$ cat src/rtl/bscf_pkg.sv
package bscf_pkg;

    // configuration register indexes
    localparam logic [1:0] REG_CRC_POLY_LOW = 2'd0;
    localparam logic [1:0] REG_CRC_LEN      = 2'd1;
    localparam logic [1:0] REG_FLAG_PATTERN = 2'd2;

    localparam int CFG_W  = 16;
    localparam int POLY_W = 16;
    localparam int LEN_W5 = 5;
    localparam int FLAG_W = 8;
    localparam int RUN_W  = 3;

    localparam logic [POLY_W-1:0] POLY_RESET = 16'd3;
    localparam logic [LEN_W5-1:0] LEN_RESET  = 5'd3;
    localparam logic [FLAG_W-1:0] FLAG_RESET = 8'h7e;

    // per-item command, front to back
    typedef struct packed {
        logic open;      // frame opens: opening flag goes first
        logic data_bit;
        logic stuff;     // stuffed zero follows the data bit
        logic last;      // CRC and closing flag follow
    } cmd_t;

endpackage

$ cat src/rtl/bscf_front.sv
module bscf_front
    import bscf_pkg::*;
#(
    parameter int MAX_CRC_LEN = 16,
    parameter int STUFF_RUN   = 5,
    parameter int LEN_W       = (MAX_CRC_LEN > 1) ? $clog2(MAX_CRC_LEN) : 1
)
(
    input  logic                   clk,
    input  logic                   rst_n,
    input  logic                   in_valid,
    input  logic                   data_bit,
    input  logic                   frame_last,
    input  logic                   q_full,
    output logic                   in_ready,
    output logic                   push,
    output cmd_t                   push_cmd,
    output logic [MAX_CRC_LEN-1:0] push_crc,
    output logic [LEN_W-1:0]       push_len_m1,
    input  logic [POLY_W-1:0]      crc_poly_low,
    input  logic [LEN_W5-1:0]      crc_len
);

    localparam int PW = (MAX_CRC_LEN > POLY_W) ? MAX_CRC_LEN : POLY_W;

    logic                   in_frame_reg, in_frame_next;
    logic [RUN_W-1:0]       ones_reg, ones_next;
    logic [MAX_CRC_LEN-1:0] crc_reg, crc_next;

    logic [LEN_W-1:0]       len_m1;
    logic [MAX_CRC_LEN-1:0] mask;
    logic [MAX_CRC_LEN-1:0] poly_m;
    logic [PW-1:0]          poly_wide;
    logic [LEN_W5:0]        len_ext;
    logic [MAX_CRC_LEN-1:0] rem0, rem1, rem2;
    logic [RUN_W-1:0]       ones0, ones1;
    logic                   stuff;

    // one step of MSB-first long division
    function automatic logic [MAX_CRC_LEN-1:0] feed(
        input logic [MAX_CRC_LEN-1:0] rem,
        input logic                   b,
        input logic [LEN_W-1:0]       top_idx,
        input logic [MAX_CRC_LEN-1:0] msk,
        input logic [MAX_CRC_LEN-1:0] pl
    );
        logic [MAX_CRC_LEN-1:0] r;
        logic                   fb;
        fb = rem[top_idx] ^ b;
        r  = (rem << 1) & msk;
        if (fb)
        begin
            r = r ^ (pl & msk);
        end
        return r;
    endfunction

    always_comb
    begin
        len_ext = {1'b0, crc_len};
        if (crc_len == '0)
        begin
            len_m1 = '0;
        end
        else if (len_ext > (LEN_W5+1)'(MAX_CRC_LEN))
        begin
            len_m1 = LEN_W'(MAX_CRC_LEN - 1);
        end
        else
        begin
            len_m1 = LEN_W'(len_ext - 1'b1);
        end
        for (int i = 0; i < MAX_CRC_LEN; i++)
        begin
            mask[i] = ((LEN_W+1)'(i) <= {1'b0, len_m1});
        end
    end

    assign poly_wide = PW'(crc_poly_low);
    assign poly_m    = poly_wide[MAX_CRC_LEN-1:0];

    assign rem0  = in_frame_reg ? crc_reg : '0;
    assign ones0 = in_frame_reg ? ones_reg : '0;
    assign rem1  = feed(rem0, data_bit, len_m1, mask, poly_m);
    assign ones1 = data_bit ? RUN_W'(ones0 + 1'b1) : '0;
    assign stuff = (ones1 >= RUN_W'(STUFF_RUN));
    assign rem2  = stuff ? feed(rem1, 1'b0, len_m1, mask, poly_m) : rem1;

    assign in_ready = !q_full;
    assign push     = in_valid && !q_full;

    assign push_cmd.open     = !in_frame_reg;
    assign push_cmd.data_bit = data_bit;
    assign push_cmd.stuff    = stuff;
    assign push_cmd.last     = frame_last;
    assign push_crc          = rem2;
    assign push_len_m1       = len_m1;

    always_comb
    begin
        in_frame_next = in_frame_reg;
        ones_next     = ones_reg;
        crc_next      = crc_reg;
        if (push)
        begin
            if (frame_last)
            begin
                in_frame_next = 1'b0;
                ones_next     = '0;
                crc_next      = '0;
            end
            else
            begin
                in_frame_next = 1'b1;
                ones_next     = stuff ? '0 : ones1;
                crc_next      = rem2;
            end
        end
    end

    always_ff @(posedge clk or negedge rst_n)
    begin
        if (!rst_n)
        begin
            in_frame_reg <= 1'b0;
            ones_reg     <= '0;
            crc_reg      <= '0;
        end
        else
        begin
            in_frame_reg <= in_frame_next;
            ones_reg     <= ones_next;
            crc_reg      <= crc_next;
        end
    end

endmodule

$ cat src/rtl/bscf_queue.sv
module bscf_queue
    import bscf_pkg::*;
#(
    parameter int W = 8
)
(
    input  logic         clk,
    input  logic         rst_n,
    input  logic         push,
    input  logic [W-1:0] wdata,
    input  logic         pop,
    output logic [W-1:0] rdata,
    output logic         not_empty,
    output logic         full
);

    localparam int DEPTH = 4;
    localparam int PTR_W = $clog2(DEPTH);

    logic [W-1:0]     mem_reg [DEPTH];
    logic [PTR_W-1:0] wr_ptr_reg, wr_ptr_next;
    logic [PTR_W-1:0] rd_ptr_reg, rd_ptr_next;
    logic [PTR_W:0]   count_reg, count_next;

    assign rdata     = mem_reg[rd_ptr_reg];
    assign not_empty = (count_reg != '0);
    assign full      = (count_reg == (PTR_W+1)'(DEPTH));

    always_comb
    begin
        wr_ptr_next = push ? PTR_W'(wr_ptr_reg + 1'b1) : wr_ptr_reg;
        rd_ptr_next = pop  ? PTR_W'(rd_ptr_reg + 1'b1) : rd_ptr_reg;
        count_next  = count_reg;
        if (push && !pop)
        begin
            count_next = count_reg + 1'b1;
        end
        else if (pop && !push)
        begin
            count_next = count_reg - 1'b1;
        end
    end

    always_ff @(posedge clk)
    begin
        if (push)
        begin
            mem_reg[wr_ptr_reg] <= wdata;
        end
    end

    always_ff @(posedge clk or negedge rst_n)
    begin
        if (!rst_n)
        begin
            wr_ptr_reg <= '0;
            rd_ptr_reg <= '0;
            count_reg  <= '0;
        end
        else
        begin
            wr_ptr_reg <= wr_ptr_next;
            rd_ptr_reg <= rd_ptr_next;
            count_reg  <= count_next;
        end
    end

endmodule

$ cat src/rtl/bscf_back.sv
module bscf_back
    import bscf_pkg::*;
#(
    parameter int MAX_CRC_LEN = 16,
    parameter int LEN_W       = (MAX_CRC_LEN > 1) ? $clog2(MAX_CRC_LEN) : 1
)
(
    input  logic                   clk,
    input  logic                   rst_n,
    input  logic                   q_valid,
    input  cmd_t                   q_cmd,
    input  logic [MAX_CRC_LEN-1:0] q_crc,
    input  logic [LEN_W-1:0]       q_len_m1,
    output logic                   q_pop,
    input  logic [FLAG_W-1:0]      flag_pattern,
    output logic                   out_valid,
    input  logic                   out_ready,
    output logic                   line_bit,
    output logic                   run_last,
    output logic                   frame_done
);

    localparam int CNT_W = (LEN_W > 3) ? LEN_W : 3;

    typedef enum logic [5:0] {
        P_IDLE  = 6'b000001,
        P_OPEN  = 6'b000010,
        P_DATA  = 6'b000100,
        P_STUFF = 6'b001000,
        P_CRC   = 6'b010000,
        P_CLOSE = 6'b100000
    } phase_t;

    phase_t                 phase_reg, phase_next, adv_phase;
    logic [CNT_W-1:0]       cnt_reg, cnt_next, adv_cnt;
    cmd_t                   cur_cmd_reg;
    logic [MAX_CRC_LEN-1:0] cur_crc_reg;
    logic [LEN_W-1:0]       cur_len_reg;
    logic                   out_valid_reg, out_valid_next;
    logic                   bit_reg, last_reg, done_reg;

    logic emit_bit, emit_last, emit_done, fin;
    logic can_load, step, load;

    always_comb
    begin
        emit_bit  = 1'b0;
        emit_last = 1'b0;
        emit_done = 1'b0;
        fin       = 1'b0;
        adv_phase = phase_reg;
        adv_cnt   = cnt_reg;
        case (phase_reg)
            P_OPEN:
            begin
                emit_bit = flag_pattern[cnt_reg[2:0]];
                if (cnt_reg == '0)
                begin
                    adv_phase = P_DATA;
                end
                else
                begin
                    adv_cnt = cnt_reg - 1'b1;
                end
            end
            P_DATA:
            begin
                emit_bit = cur_cmd_reg.data_bit;
                if (cur_cmd_reg.stuff)
                begin
                    adv_phase = P_STUFF;
                end
                else if (cur_cmd_reg.last)
                begin
                    adv_phase = P_CRC;
                    adv_cnt   = CNT_W'(cur_len_reg);
                end
                else
                begin
                    fin       = 1'b1;
                    emit_last = 1'b1;
                end
            end
            P_STUFF:
            begin
                emit_bit = 1'b0;
                if (cur_cmd_reg.last)
                begin
                    adv_phase = P_CRC;
                    adv_cnt   = CNT_W'(cur_len_reg);
                end
                else
                begin
                    fin       = 1'b1;
                    emit_last = 1'b1;
                end
            end
            P_CRC:
            begin
                emit_bit = cur_crc_reg[cnt_reg[LEN_W-1:0]];
                if (cnt_reg == '0)
                begin
                    adv_phase = P_CLOSE;
                    adv_cnt   = CNT_W'(FLAG_W - 1);
                end
                else
                begin
                    adv_cnt = cnt_reg - 1'b1;
                end
            end
            P_CLOSE:
            begin
                emit_bit = flag_pattern[cnt_reg[2:0]];
                if (cnt_reg == '0)
                begin
                    fin       = 1'b1;
                    emit_last = 1'b1;
                    emit_done = 1'b1;
                end
                else
                begin
                    adv_cnt = cnt_reg - 1'b1;
                end
            end
            default:
            begin
            end
        endcase
    end

    assign can_load = !out_valid_reg || out_ready;
    assign step     = can_load && (phase_reg != P_IDLE);
    // next command enters while the current one sends its final bit
    assign load     = q_valid && ((phase_reg == P_IDLE) || (step && fin));
    assign q_pop    = load;

    always_comb
    begin
        phase_next     = phase_reg;
        cnt_next       = cnt_reg;
        out_valid_next = out_valid_reg;
        if (load)
        begin
            phase_next = q_cmd.open ? P_OPEN : P_DATA;
            cnt_next   = CNT_W'(FLAG_W - 1);
        end
        else if (step)
        begin
            phase_next = fin ? P_IDLE : adv_phase;
            cnt_next   = adv_cnt;
        end
        if (can_load)
        begin
            out_valid_next = step;
        end
    end

    always_ff @(posedge clk or negedge rst_n)
    begin
        if (!rst_n)
        begin
            phase_reg     <= P_IDLE;
            cnt_reg       <= '0;
            out_valid_reg <= 1'b0;
        end
        else
        begin
            phase_reg     <= phase_next;
            cnt_reg       <= cnt_next;
            out_valid_reg <= out_valid_next;
        end
    end

    always_ff @(posedge clk)
    begin
        if (load)
        begin
            cur_cmd_reg <= q_cmd;
            cur_crc_reg <= q_crc;
            cur_len_reg <= q_len_m1;
        end
        if (step)
        begin
            bit_reg  <= emit_bit;
            last_reg <= emit_last;
            done_reg <= emit_done;
        end
    end

    assign out_valid  = out_valid_reg;
    assign line_bit   = bit_reg;
    assign run_last   = last_reg;
    assign frame_done = done_reg;

endmodule

$ cat src/rtl/bit_stuff_crc_framer.sv
// Bit-stuffing framer with CRC.
// Input stream (s_*): one payload bit per word, s_tdata[0] = data_bit,
// s_tlast marks the final payload bit of a frame.
// Output stream (m_*): one line bit per word, m_tdata[0] = line_bit,
// m_tlast ends the run of bits caused by one input word, m_tuser marks
// the last bit of the closing flag.
// A frame starts with the flag byte (MSB first); a zero is stuffed after
// STUFF_RUN ones; on the last bit the CRC (MSB first, unstuffed) and the
// closing flag follow.
// Config: cfg_we / cfg_index / cfg_wdata; the user must write them only
// while idle, the block does not enforce it. A word passes the command
// queue and the back sequencer into the output register. Throughput:
// the back sends one line bit per cycle unless m_tready stalls it; a
// word causes 1 to 8+2+MAX_CRC_LEN+8 line bits. The front takes one
// word per cycle until its 4-entry command queue fills.
// Reset: no frame open, queue empty, registers back to poly 3, length 3,
// flag 0x7e. A stall on m_tready holds the output word; the queue keeps
// taking input words until full, then s_tready drops.
module bit_stuff_crc_framer
    import bscf_pkg::*;
#(
    parameter int MAX_CRC_LEN = 16,
    parameter int STUFF_RUN   = 5
)
(
    input  logic             clk,
    input  logic             rst_n,
    // stream in
    input  logic             s_tvalid,
    output logic             s_tready,
    input  logic [7:0]       s_tdata,   // [0] data_bit, [7:1] zero
    input  logic             s_tlast,   // frame_last
    // stream out
    output logic             m_tvalid,
    input  logic             m_tready,
    output logic [7:0]       m_tdata,   // [0] line_bit, [7:1] zero
    output logic             m_tlast,   // run_last
    output logic             m_tuser,   // [0] frame_done
    // config write port
    input  logic             cfg_we,
    input  logic [1:0]       cfg_index,
    input  logic [CFG_W-1:0] cfg_wdata
);

    localparam int LEN_W = (MAX_CRC_LEN > 1) ? $clog2(MAX_CRC_LEN) : 1;
    localparam int CMD_W = $bits(cmd_t);
    localparam int Q_W   = CMD_W + MAX_CRC_LEN + LEN_W;

    // config registers
    logic [POLY_W-1:0] poly_reg;
    logic [LEN_W5-1:0] len_reg;
    logic [FLAG_W-1:0] flag_reg;

    always_ff @(posedge clk or negedge rst_n)
    begin
        if (!rst_n)
        begin
            poly_reg <= POLY_RESET;
            len_reg  <= LEN_RESET;
            flag_reg <= FLAG_RESET;
        end
        else if (cfg_we)
        begin
            case (cfg_index)
                REG_CRC_POLY_LOW: poly_reg <= cfg_wdata[POLY_W-1:0];
                REG_CRC_LEN:      len_reg  <= cfg_wdata[LEN_W5-1:0];
                REG_FLAG_PATTERN: flag_reg <= cfg_wdata[FLAG_W-1:0];
                default:
                begin
                end
            endcase
        end
    end

    // front: stuffing decision and CRC update per input word
    logic                   push, q_full, q_valid, q_pop;
    cmd_t                   push_cmd, q_cmd;
    logic [MAX_CRC_LEN-1:0] push_crc, q_crc;
    logic [LEN_W-1:0]       push_len_m1, q_len_m1;
    logic [Q_W-1:0]         q_wdata, q_rdata;

    bscf_front #(
        .MAX_CRC_LEN (MAX_CRC_LEN),
        .STUFF_RUN   (STUFF_RUN),
        .LEN_W       (LEN_W)
    ) u_front (
        .clk          (clk),
        .rst_n        (rst_n),
        .in_valid     (s_tvalid),
        .data_bit     (s_tdata[0]),
        .frame_last   (s_tlast),
        .q_full       (q_full),
        .in_ready     (s_tready),
        .push         (push),
        .push_cmd     (push_cmd),
        .push_crc     (push_crc),
        .push_len_m1  (push_len_m1),
        .crc_poly_low (poly_reg),
        .crc_len      (len_reg)
    );

    assign q_wdata = {push_len_m1, push_crc, push_cmd};

    bscf_queue #(
        .W (Q_W)
    ) u_queue (
        .clk       (clk),
        .rst_n     (rst_n),
        .push      (push),
        .wdata     (q_wdata),
        .pop       (q_pop),
        .rdata     (q_rdata),
        .not_empty (q_valid),
        .full      (q_full)
    );

    assign q_cmd    = q_rdata[CMD_W-1:0];
    assign q_crc    = q_rdata[CMD_W +: MAX_CRC_LEN];
    assign q_len_m1 = q_rdata[CMD_W+MAX_CRC_LEN +: LEN_W];

    // back: bit sequencer into the output register
    logic line_bit;

    bscf_back #(
        .MAX_CRC_LEN (MAX_CRC_LEN),
        .LEN_W       (LEN_W)
    ) u_back (
        .clk          (clk),
        .rst_n        (rst_n),
        .q_valid      (q_valid),
        .q_cmd        (q_cmd),
        .q_crc        (q_crc),
        .q_len_m1     (q_len_m1),
        .q_pop        (q_pop),
        .flag_pattern (flag_reg),
        .out_valid    (m_tvalid),
        .out_ready    (m_tready),
        .line_bit     (line_bit),
        .run_last     (m_tlast),
        .frame_done   (m_tuser)
    );

    assign m_tdata = {7'b0, line_bit};

    // closing flag bit always ends the run of its word
    a_done_is_last: assert property (@(posedge clk) disable iff (!rst_n)
        (m_tvalid && m_tuser) |-> m_tlast)
        else $error("frame_done without run_last");

    // back never pops an empty queue
    a_pop_nonempty: assert property (@(posedge clk) disable iff (!rst_n)
        q_pop |-> q_valid)
        else $error("queue popped while empty");

    // front never pushes into a full queue
    a_push_room: assert property (@(posedge clk) disable iff (!rst_n)
        push |-> (!q_full && s_tready))
        else $error("queue pushed while full");

endmodule
$ cat config.mk
export PLATFORM = sky130hd
export DESIGN_NAME = bit_stuff_crc_framer
export DESIGN_NICKNAME = d
export VERILOG_FILES = /design/src/rtl/bscf_pkg.sv /design/src/rtl/bscf_front.sv /design/src/rtl/bscf_queue.sv /design/src/rtl/bscf_back.sv /design/src/rtl/bit_stuff_crc_framer.sv
export SDC_FILE = /design/constraint.sdc
export NUM_CORES = 1
export LEC_CHECK = 0
export ABC_AREA = 1
export BUFFER_PORTS_ARGS = -buffer_cell sky130_fd_sc_hd__clkbuf_2
export CORE_ASPECT_RATIO = 1.25
export CORE_MARGIN = 2
export CORE_UTILIZATION = 25
export CTS_CLUSTER_SIZE = 8
export DETAILED_ROUTE_END_ITERATION = 7
export GPL_ROUTABILITY_DRIVEN = 0
export PLACE_DENSITY = 0.5
export SYNTH_ARGS = -nofsm -noshare
export SYNTH_HDL_FRONTEND = slang
export SYNTH_SLANG_ARGS = --single-unit
$ cat constraint.sdc
create_clock -name clk -period 3.8 [get_ports clk]
set_input_delay 0.76 -clock clk [delete_from_list [all_inputs] [get_ports clk]]
set_output_delay 0.76 -clock clk [all_outputs]
set_load 0.01 [all_outputs]
* Word-level counts from Yosys, hierarchy flattened *
Memories as Yosys holds them, arrays and structs flattened.
Cells that the tools add are included.

word-level totals
  bits in registers = 93
  RAM bits = 96
  output and inout port bits = 12
  memories = 1

memories
  name             depth  bits a word  rd ports  clocked after Yosys merged registers in  wr ports  RTL line          RTL
  u_queue.mem_reg  4      24           1         0                                        1         bscf_queue.sv:20  logic [W-1:0] mem_reg [DEPTH];

cells by class
  add/subtract/negate cells = 7
  order comparisons = 20
  equality and inequality tests = 14
  mux-type cells = 45
  bitwise gates (word level) = 6
  reduce and logical (&&, ||, !) cells = 27

operator list
  cell                 count
  $mux 16              5
  $and 16x16->16       3
  $mux 6               7
  $le 4x4->1 const A   8
  $mux 4               8
  $xor 16x16->16       2
  $pmux 6 s4           1
  $mux 3               7
  $le 3x4->1 const A   4
  $pmux 4 s4           1
  $bmux 1 s4           3
  $lt 4x5->1 const B   2
  $mux 1               10
  $le 2x4->1 const A   2
  $ne 4x2->1 const B   2
  $reduce_and 4->1     2
  $sub 4x1->4 const B  2
  $add 3x1->3 const B  2
  $eq 6x1->1 const B   1
  $eq 6x2->1 const B   1
  $eq 6x3->1 const B   1
  $eq 6x4->1 const B   1
  $eq 6x5->1 const B   1
  $eq 6x6->1 const B   1
  26 further kinds     42

* Depth between registers and ports, before layout *
Gate-level depths: netlist of run 1.

  word-level depth = 12
  mapped depth = 29

* Modules after synthesis *
From an unflattened synthesis of run 1, not the netlist that was laid out.

unflattened totals
  cell total of the unflattened synthesis = 1,174
  area total of the unflattened synthesis = 10,352.4 µm²

by module, submodules not included
  module                times used  cells each  area an instance (µm²)
  bscf_queue            1           329         4,325.4
  bscf_front            1           504         2,826.5
  bscf_back             1           203         1,878.1
  bit_stuff_crc_framer  1           138         1,322.5

* Worst setup path before layout of run 1 *
No wires, ideal clock.

  path kind = flip-flop to flip-flop
  from = register u_back.phase_reg[5]
  to = register u_queue.count_reg[1]
  library setup time = 0.125 ns
  data arrival time = 3.263 ns
  data required time = 3.675 ns
  path slack = 0.413 ns
  stages on the path, launching flop included = 15
  period minus slack after synthesis = 3.387 ns
  cells stage by stage = dfrtp_1 nor2_1 inv_1 nor4_1 inv_1 nand2_1 nand2_1 o22ai_1 nand3b_1 nand2_1 inv_1 ha_1 inv_1 fa_1 mux2_2

between the ends
  word-level cells in the longest chain between the ends = 8

RTL lines
  element                                   RTL line                    RTL
  from (decl)                               bscf_back.sv:34             phase_t phase_reg, phase_next, adv_phase;
  from (signal assigned)                    bscf_back.sv:168            phase_reg <= phase_next;
  $eq 6x6->1, or another cell as far along  -
  $pmux 1 s3 (*)                            -
  net u_back.emit_last                      bscf_back.sv:42             logic emit_bit, emit_last, emit_done, fin;
  $logic_and 1x1->1 (*)                     bscf_back.sv:134            assign load = q_valid && ((phase_reg == P_IDLE) || (step && fin));
  $logic_or 1x1->1 (*)                      bscf_back.sv:134
  $logic_and 1x1->1 (*)                     bscf_back.sv:134
  net q_pop                                 bit_stuff_crc_framer.sv:76  logic push, q_full, q_valid, q_pop;
  $logic_not 1->1 (*)                       bscf_queue.sv:34            if (push && !pop)
  $logic_and 1x1->1 (*)                     bscf_queue.sv:34
  $mux 3 (*)                                bscf_queue.sv:34
  net u_queue.count_next[1]                 bscf_queue.sv:23            logic [PTR_W:0] count_reg, count_next;
  to (signal assigned)                      bscf_queue.sv:64            count_reg <= count_next;
  to (decl)                                 bscf_queue.sv:23

Mark *: on every way through the listed nets, which the timed path passes. The rest lies on a longest branch.
A chain may end at the register's enable or synchronous reset.

* Worst setup path in the final report of run 1 *
  from = register len_reg[0]
  to = memory u_queue.mem_reg[3][17] in the netlist's numbering (data pin)

between the ends
  word-level cells in the longest chain between the ends = 11

RTL lines
  element                                                                RTL line                            RTL
  from (decl)                                                            bit_stuff_crc_framer.sv:51          logic [LEN_W5-1:0] len_reg;
  from (signal assigned)                                                 bit_stuff_crc_framer.sv:66          REG_CRC_LEN: len_reg <= cfg_wdata[LEN_W5-1:0];
  $sub 4x1->4 / $gt 5x5->1 (equally long branches)                       bscf_front.sv:71, bscf_front.sv:65
  $mux 4                                                                 bscf_front.sv:65                    else if (len_ext > (LEN_W5+1)'(MAX_CRC_LEN))
  $mux 4 (*)                                                             bscf_front.sv:61                    if (crc_len == '0)
  $bmux 1 s4, or another cell as far along                               bscf_front.sv:49                    fb = rem[top_idx] ^ b;
  $mux 1 (implied by the code), or another cell as far along             bscf_front.sv:49
  $xor 1x1->1 / $xor 16x16->16 (equally long branches)                   bscf_front.sv:49, bscf_front.sv:53
  $mux 16                                                                bscf_front.sv:51                    if (fb)
  $bmux 1 s4 / $and 16x16->16 (equally long branches)                    bscf_front.sv:49, bscf_front.sv:50
  $mux 1 (implied by the code) / $xor 16x16->16 (equally long branches)  bscf_front.sv:49, bscf_front.sv:53
  $mux 16                                                                bscf_front.sv:51
  $mux 16 (*)                                                            bscf_front.sv:87                    assign rem2 = stuff ? feed(rem1, 1'b0, len_m1, mask, poly_m) : rem1;
  net push_crc[13]                                                       bit_stuff_crc_framer.sv:78          logic [MAX_CRC_LEN-1:0] push_crc, q_crc;
  to (decl)                                                              bscf_queue.sv:20

Mark *: on every way through the listed nets, which the timed path passes. The rest lies on a longest branch. The select of a mux whose other input is x is not followed.

==> summary.txt, run 1 <==
Synthesis
  – Synth warn: 0
  – Mapped Cells: 1042
  – Top_reg_cell synth: edfxtp_1
  – Synthesized area per cell: 9.344 um^2
  – Post-synth EDFFs: 122
  – Yosys top cell area share: 37.63%
  – Netlist cell types: 48
  – Most common cell in the netlist: nand2_1
  – Area contributors post-synth: edfxtp_1, dfrtp_1, nand2_1, o21ai_0, nand3_1
  – Post-Synthesis Cell Area: 0.009737 mm^2
  – Yosys reg bits: 189
  – Fraction of registers with async set/reset: 35.45%
  – Seq/Total Area, Yosys: 54.99%
  – Commonest cells in the netlist: nand2_1, edfxtp_1, o21ai_0, nor2_1, inv_1
  – Synth area leader: edfxtp_1

Global routing
  – Initial antenna violation count: 0
  – Overflow after GRT: 0
  – First-pass GRT wire length: 40.38 mm
  – Pin count of the biggest net entering global routing: 51
  – GRT Total Usage: 12.79%
  – Vias in the first global route: 7381

Timing
  – RSZ-0062 raised after global routing: false
  – Max-slew violation count: 0
  – # setup viols final: 0
  – Hold Vio Cnt, Final: 0
  – Worst-Margin Slew: 639.0 ps
  – Final Skew: 12.61 ps
  – Achievable clock frequency: 0.2823 GHz
  – Setup_tns: 0 ps
  – Final critical-path required period: 3543 ps
  – Slew HR: 57.35%
  – Final worst-path cycle share: 93.23%

Finish
  – Fin nets: 1183
  – Share of cells above drive strength 1: 20.69%
  – Max reg flops: 96
  – Final Instance Area: 0.01166 mm^2
  – P&R area growth vs syn: 19.71%
  – Diodes inserted: 0

Clocking
  – Num CTS Buffers: 17
  – Clock-pin slew on the worst setup and hold paths: 70 ps
  – H-tree depth: 4
  – Root buf cell: clkbuf_16
  – CTS tree: yes
  – Maximum clock path buffer count: 2
  – Setup Buffers After CTS: 0
  – Clk_lat worst skew: 430 ps
  – Clock Sink Count: 189

Critical path
  – Crit path kind: reg2reg
  – Critical path arrival: 3720 ps
  – Critical Path RT: 3970 ps
  – CP Capture Type: flip-flop
  – CP Max Fanout: 11
  – Startpoint types: flip-flop

Power
  – Pwr Total: 7.704 mW
  – PwrDens: 660.9 mW/mm^2
  – Pleak: 4.990 nW
  – Peak supply drop: 0.2673 mV

Routing
  – Routed vias: 7445
  – Routed Antenna Nets: 0
  – Routed WL: 25.27 mm
  – Initial DRC count: 585
  – First drt pass iteration count: 5
  – Vias/cell: 4.520
  – Drt wl/cell: 15.34 um
  – Drt drc: 0

Placement
  – Post-DP Area: 0.01097 mm^2
  – Port buffer count: 29
  – Post-detail-place hpwl: 18.24 mm

Die
  – Die width: 180.5 um
  – CORE AREA: 0.03834 mm^2
  – DIE AREA: 0.04055 mm^2
  – Die Y: 224.6 um
  – Cell row count: 80
  – Starting Density: 25.40%
  – # IOs: 44

Flow run
  – Max_cap viols: 0

Outcome
  – Status: complete, no violations

Worst hold path
  – Worst min path class: in2async
==> critical path, stage by stage, from the launching register on <==
cell and delay, ps:
dfstp_2 530, inv_1 50, ha_2 230, nand2_1 80, nor2_1 60, nor2_4 230, nor2_4 80, nand3_1 70
nand2_1 60, nand2_1 90, nand2_4 80, nor2_4 160, nand2_4 80, buf_6 160, nand3_1 90, nand2_1 90
nand2_1 60, nand2_1 50, inv_1 50, nand2_1 80, nand2_4 110, nand2_8 100, buf_4 190, o21bai_1 180
nand3_2 90, and2_2 220
==> final timing paths <==
path / startpoint / end / slack (ps) / depth (start not counted)
worst max-delay path: len_reg[0] / u_queue.mem_reg[3][17] / 260 / 25
worst min-delay path: rst_n / u_back.out_valid / 270 / 1
worst max register to register: len_reg[0] / u_queue.mem_reg[3][17] / 260 / 25
worst min register to register: u_front.crc_reg[9] / u_front.crc_reg[9] / 480 / 2
max in group asynchronous: rst_n / len_reg[1] / 2730 / 2
min in group clk: u_front.crc_reg[9] / u_front.crc_reg[9] / 480 / 2
==> final cells by class <==
| cell class | instances | area (um^2) |
|---|---|---|
| fillers | 3996 | 26680 |
| multi-input cells | 721 | 3913 |
| clock buffers | 17 | 425.4 |
| inverters | 97 | 369.1 |
| flip-flops and latches | 189 | 5354 |
| clock inverters | 15 | 137.6 |
| repair buffers | 116 | 842.1 |
| well taps | 492 | 615.6 |
==> what timing repair did <==
action	CTS	global route
resized for setup	0	22
endpoints found under the setup margin	0	74
hold buffers	0	0
==> layout by cell type, fill, tap and decap left out, types with 6 or more instances in the layout <==
| cell type | instances |
|---|---|
| buf_4 | 84 |
| nand2_2 | 17 |
| nand2_4 | 9 |
| clkbuf_16 | 17 |
| o21ai_1 | 7 |
| nand2_1 | 246 |
| o22ai_1 | 25 |
| nand3_1 | 80 |
| dfstp_2 | 11 |
| nand3_2 | 14 |
| a21oi_1 | 14 |
| clkbuf_2 | 28 |
| inv_1 | 88 |
| xor2_1 | 11 |
| edfxtp_1 | 122 |
| ha_1 | 7 |
| conb_1 | 7 |
| and2_1 | 14 |
| nor2_1 | 85 |
| o21ai_0 | 100 |
| mux2_2 | 8 |
| nor2_4 | 6 |
| xnor2_1 | 20 |
| dfrtp_1 | 56 |
| o221ai_1 | 7 |
==> cells by family (layout without fill, tap and decap cells) <==
| kind of cell | count (synthesis) | in the layout | synth area share [%] |
|---|---|---|---|
| AO/OA/AOI/OAI | 173 | 173 | 10.11 |
| XOR/XNOR | 31 | 31 | 2.788 |
| adder cells (fa/ha/maj) | 9 | 9 | 1.234 |
| buffers and inverters | 139 | 245 | 6.438 |
| flip-flops | 189 | 189 | 54.99 |
| multiplexers | 8 | 8 | 0.9252 |
| other | 1 | 7 | 0.03851 |
| AND/OR/NAND/NOR | 492 | 493 | 23.48 |
==> routing by layer <==
| metal | routed length [um] | vias to the layer above | track usage [%] |
|---|---|---|---|
| met5 | 0 | - | 0 |
| met4 | 601 | 0 | 4.292 |
| met3 | 777 | 34 | 2.008 |
| met2 | 12840 | 141 | 23.18 |
| met1 | 11050 | 3582 | 15.40 |
| li1 | - | 3688 | - |
==> through the flow <==
stage	std cells	util [%]	hold WS (ps)	worst slack, ps
2_1_floorplan	1048	-	449.4	412.5
3_3_place_gp	1614	28.60	462.8	36.26
3_5_place_dp	1614	28.60	466.5	36.79
4_1_cts	1646	30.07	278.1	6.594
5_1_grt	1647	30.40	280.6	13.48
6_report	1647	30.40	269.6	257.3
==> where the power goes <==
group	switching (mW)	internal [mW]
clock	0.805	0.915
combinational	1.85	1.17
sequential	0.164	2.80
total	2.82	4.89
(Power assumes the default switching activity.)
==> run 2, diff against run 1 <==
--- a/config.mk
+++ b/config.mk
@@ -5,7 +5,7 @@
 export SDC_FILE = /design/constraint.sdc
 export NUM_CORES = 1
 export LEC_CHECK = 0
-export ABC_AREA = 1
+export ABC_AREA = 0
 export BUFFER_PORTS_ARGS = -buffer_cell sky130_fd_sc_hd__clkbuf_2
 export CORE_ASPECT_RATIO = 1.25
 export CORE_MARGIN = 2
==> run 2 against run 1 <==
The run now ends with negative setup slack left. Maximum frequency decreased by 19%. Design area increased by 12%. First-iteration DRC count decreased by 29%. Core utilization increased by 3.1 points. Global-route usage increased by 0.91 points. Hold slack improved by 180 ps. Sequential share of layout area decreased by 5.0 points. Sequential power decreased by 2%. Highest routed layer unchanged. Critical path type unchanged. Non-clock buffer count increased by 100. Clock skew about the same. Die area increased by 0.98%. Total power increased by 5.5%.
==> summary.txt, run 2 <==
Synthesis
  – Mux contribution to synthesized area: 11.79%
  – Post-Synthesis Cell Area: 0.009834 mm^2
  – Adder-Cell Fraction of Synth Area: 1.323%
  – Seq/Total Area, Yosys: 54.44%
  – Top_reg_cell synth: edfxtp_1
  – Commonest cells in the netlist: edfxtp_1, nand2_1, dfrtp_1, nor2_1, mux2_2
  – Post-synthesis compound-gate area fraction: 13.78%
  – Netlist cell types: 93
  – Area contributors post-synth: edfxtp_1, dfrtp_1, mux4_2, mux2_2, nand2_1
  – Main combinational cell family by area after synthesis: compound AO/OA/AOI/OAI gates
  – Yosys reg bits: 189
  – Synth area leader: edfxtp_1
  – Simple-gate area share of the yosys netlist: 12.79%
  – Synthesized area per cell: 12.40 um^2
  – Yosys top cell area share: 37.25%
  – Mapped Cells: 793
  – Synth warn: 0
  – Fraction of registers with async set/reset: 35.45%
  – Most common cell in the netlist: edfxtp_1
  – Post-Synth XOR/XNOR Area: 2.048%
  – Post-synth EDFFs: 122

Finish
  – Area occupied by multi-input gates: 0.004672 mm^2
  – # fillers: 3813
  – Fin nets: 1025
  – Diodes inserted: 0
  – Register area: 0.005355 mm^2
  – Max reg flops: 96
  – Commonest cells after routing, fill and taps aside: buf_4, edfxtp_1, nand2_1
  – Share of cells above drive strength 1: 42.73%
  – P&R area growth vs syn: 32.91%
  – Commonest non-fill, non-tap cell in the layout: buf_4

Timing
  – Hold Vio Cnt, Final: 0
  – Slew HR: 11.71%
  – Min setup slack post-route: -554.3 ps
  – Max-slew violation count: 0
  – RSZ-0062 raised after global routing: true
  – Final worst-path cycle share: 114.6%
  – Fin Hold WS: 445.4 ps
  – Final Skew: 12.75 ps
  – Final critical-path required period: 4354 ps
  – # setup viols final: 80
  – Achievable clock frequency: 0.2297 GHz
  – Worst-Margin Slew: 1320 ps

Critical path
  – Worst Path Buf+Inv: 9
  – Critical-path cell list: inv_4 > ha_4 > nor3b_4 > buf_4 > a211oi_2 > a311o_1 > a41oi_4 > buf_4 > buf_4 > buf_4 > nor4_1 > nor4_2 > nor3_2 > o41ai_2 > buf_4 > and4_4 > buf_4 > buf_6 > a31oi_4 > o22ai_2 > buf_6 > a22o_1
  – CP Max Fanout: 7
  – Setup crit end: u_front.crc_reg[14]
  – Reg-to-Reg Start: len_reg[0]
  – Crit-path leading delay family: buffers and inverters
  – Crit-path slowest cell: dfstp_2
  – R2R Path End: u_front.crc_reg[14]
  – R2R depth: 22
  – Critical Path RT: 4130 ps
  – Crit path kind: reg2reg
  – R2r setup slk: -550 ps
  – Critical path arrival: 4690 ps
  – Cell with the most instances on the worst path: buf_4
  – Stages on the worst setup path: 22
  – CP Capture Type: flip-flop
  – CP peak stage delay: 570 ps
  – Startpoint types: flip-flop
  – Crit. Startpoint: len_reg[0]

Clocking
  – # hold bufs at CTS: 0
  – Clock Sink Count: 189
  – Clk_lat worst skew: 450 ps
  – Maximum clock path buffer count: 2
  – Num CTS Buffers: 17
  – Root buf cell: clkbuf_16
  – CTS tree: yes
  – H-tree depth: 4
  – Clock-pin slew on the worst setup and hold paths: 80 ps

Die
  – Cell row count: 81
  – # IOs: 44
  – Die Y: 225.8 um
  – DIE AREA: 0.04095 mm^2
  – CORE AREA: 0.03902 mm^2
  – Starting Density: 25.20%
  – Die width: 181.4 um

Placement
  – Port buffer count: 29
  – Post-detail-place hpwl: 19.47 mm
  – Place WS: -678.2 ps

Flow run
  – Max_cap viols: 0

Global routing
  – Overflow after GRT: 0
  – Initial antenna violation count: 0
  – First-pass GRT wire length: 42.89 mm
  – Vias in the first global route: 7411
  – Pin count of the biggest net entering global routing: 68
  – GRT Total Usage: 13.70%

Routing
  – Routed vias: 7330
  – Vias/cell: 4.903
  – First drt pass iteration count: 5
  – Initial DRC count: 417
  – Routed WL: 27.87 mm
  – Drt wl/cell: 18.64 um
  – Drt drc: 0
  – Routed Antenna Nets: 0

Power
  – Pleak: 4.915 nW
  – PwrDens: 622.0 mW/mm^2
  – Peak supply drop: 0.2524 mV

Outcome
  – Status: complete, but fails checks
  – Violated checks: negative setup slack

Worst hold path
  – Worst min path class: in2async
[run 2: cell types whose count changed in the layout (fill, tap and decap cells not counted), sizes merged, moves of 12 or more]
| cell | previous run | this run |
|---|---|---|
| a21oi | 15 | 31 |
| a31oi | 2 | 14 |
| buf | 88 | 187 |
| inv | 99 | 35 |
| mux2 | 8 | 33 |
| mux4 | 0 | 31 |
| nand2 | 277 | 80 |
| nand3 | 95 | 18 |
| nand4 | 2 | 15 |
| nor2 | 96 | 42 |
| nor3 | 2 | 15 |
| o21ai | 110 | 30 |
| o22ai | 25 | 2 |
[run 2: layout make-up]
type / count / share of cell area (%)
clock buffer: 17 / 3.255
clock inverter: 15 / 1.532
sequential: 189 / 40.97
timing repair buffer: 216 / 12.94
tap: 498 / 4.767
multi-input combinational: 533 / 35.74
inverter: 27 / 0.7945
[run 2: worst min path at each step]
stage / start / endpoint / slack (ps) / cells after the start
after floorplan: u_front.ones_reg[1] / u_front.ones_reg[1] / 440 / 2
after global placement: u_front.ones_reg[0] / u_front.ones_reg[0] / 460 / 2
after detailed placement: u_front.ones_reg[2] / u_front.ones_reg[2] / 470 / 2
after CTS: u_front.ones_reg[0] / u_front.ones_reg[0] / 480 / 2
after global routing: u_front.ones_reg[0] / u_front.ones_reg[0] / 500 / 2
final: rst_n / u_back.out_valid / 450 / 1
[run 2: where the power goes]
part           total, mW  switching, mW  internal, mW
sequential          2.89          0.200          2.69
combinational       3.38           1.78          1.60
clock               1.86          0.948         0.916
[run 2: logic make-up (layout without fill, tap and decap cells)]
| kind of cell | count (synthesis) | in the layout |
|---|---|---|
| AOI/OAI and AO/OA | 176 | 176 |
| xor gates and xnor gates | 23 | 23 |
| adders and majority gates | 10 | 10 |
| buffers and inverters | 79 | 275 |
| DFF | 189 | 189 |
| muxes | 73 | 73 |
| other | 1 | 7 |
| and+or+nand+nor | 242 | 244 |
[run 2: per-stage QoR]
step | instance area, um^2 | util [%] | instances | total power, mW | setup TNS, ps
global route | 13070 | 33.50 | 1495 | 8.522 | -44210
floorplan | 9953 | - | 799 | 4.358 | -19960
CTS | 12660 | 32.44 | 1480 | 7.810 | -32280
detailed placement | 11630 | 29.80 | 1425 | 5.593 | -44080
finish | 13070 | 33.50 | 1495 | 8.131 | -34830
global placement | 11630 | 29.80 | 1425 | 5.553 | -38920
[run 2: timing repair]
item / in CTS / in global routing
cloned: 2 / 1
pin swaps: 31 / 19
resized for setup: 52 / 51
setup buffers: 22 / 14
setup endpoints to repair: 80 / 80
[run 2: routing by layer]
layer  wire length (um)  vias up  global-route usage (%)
met5                  0        -                       0
met4               1130        0                   6.242
met3                796       68                   2.080
met2              14500      179                   24.78
met1              11440     3655                   15.98
li1                   -     3428                       -
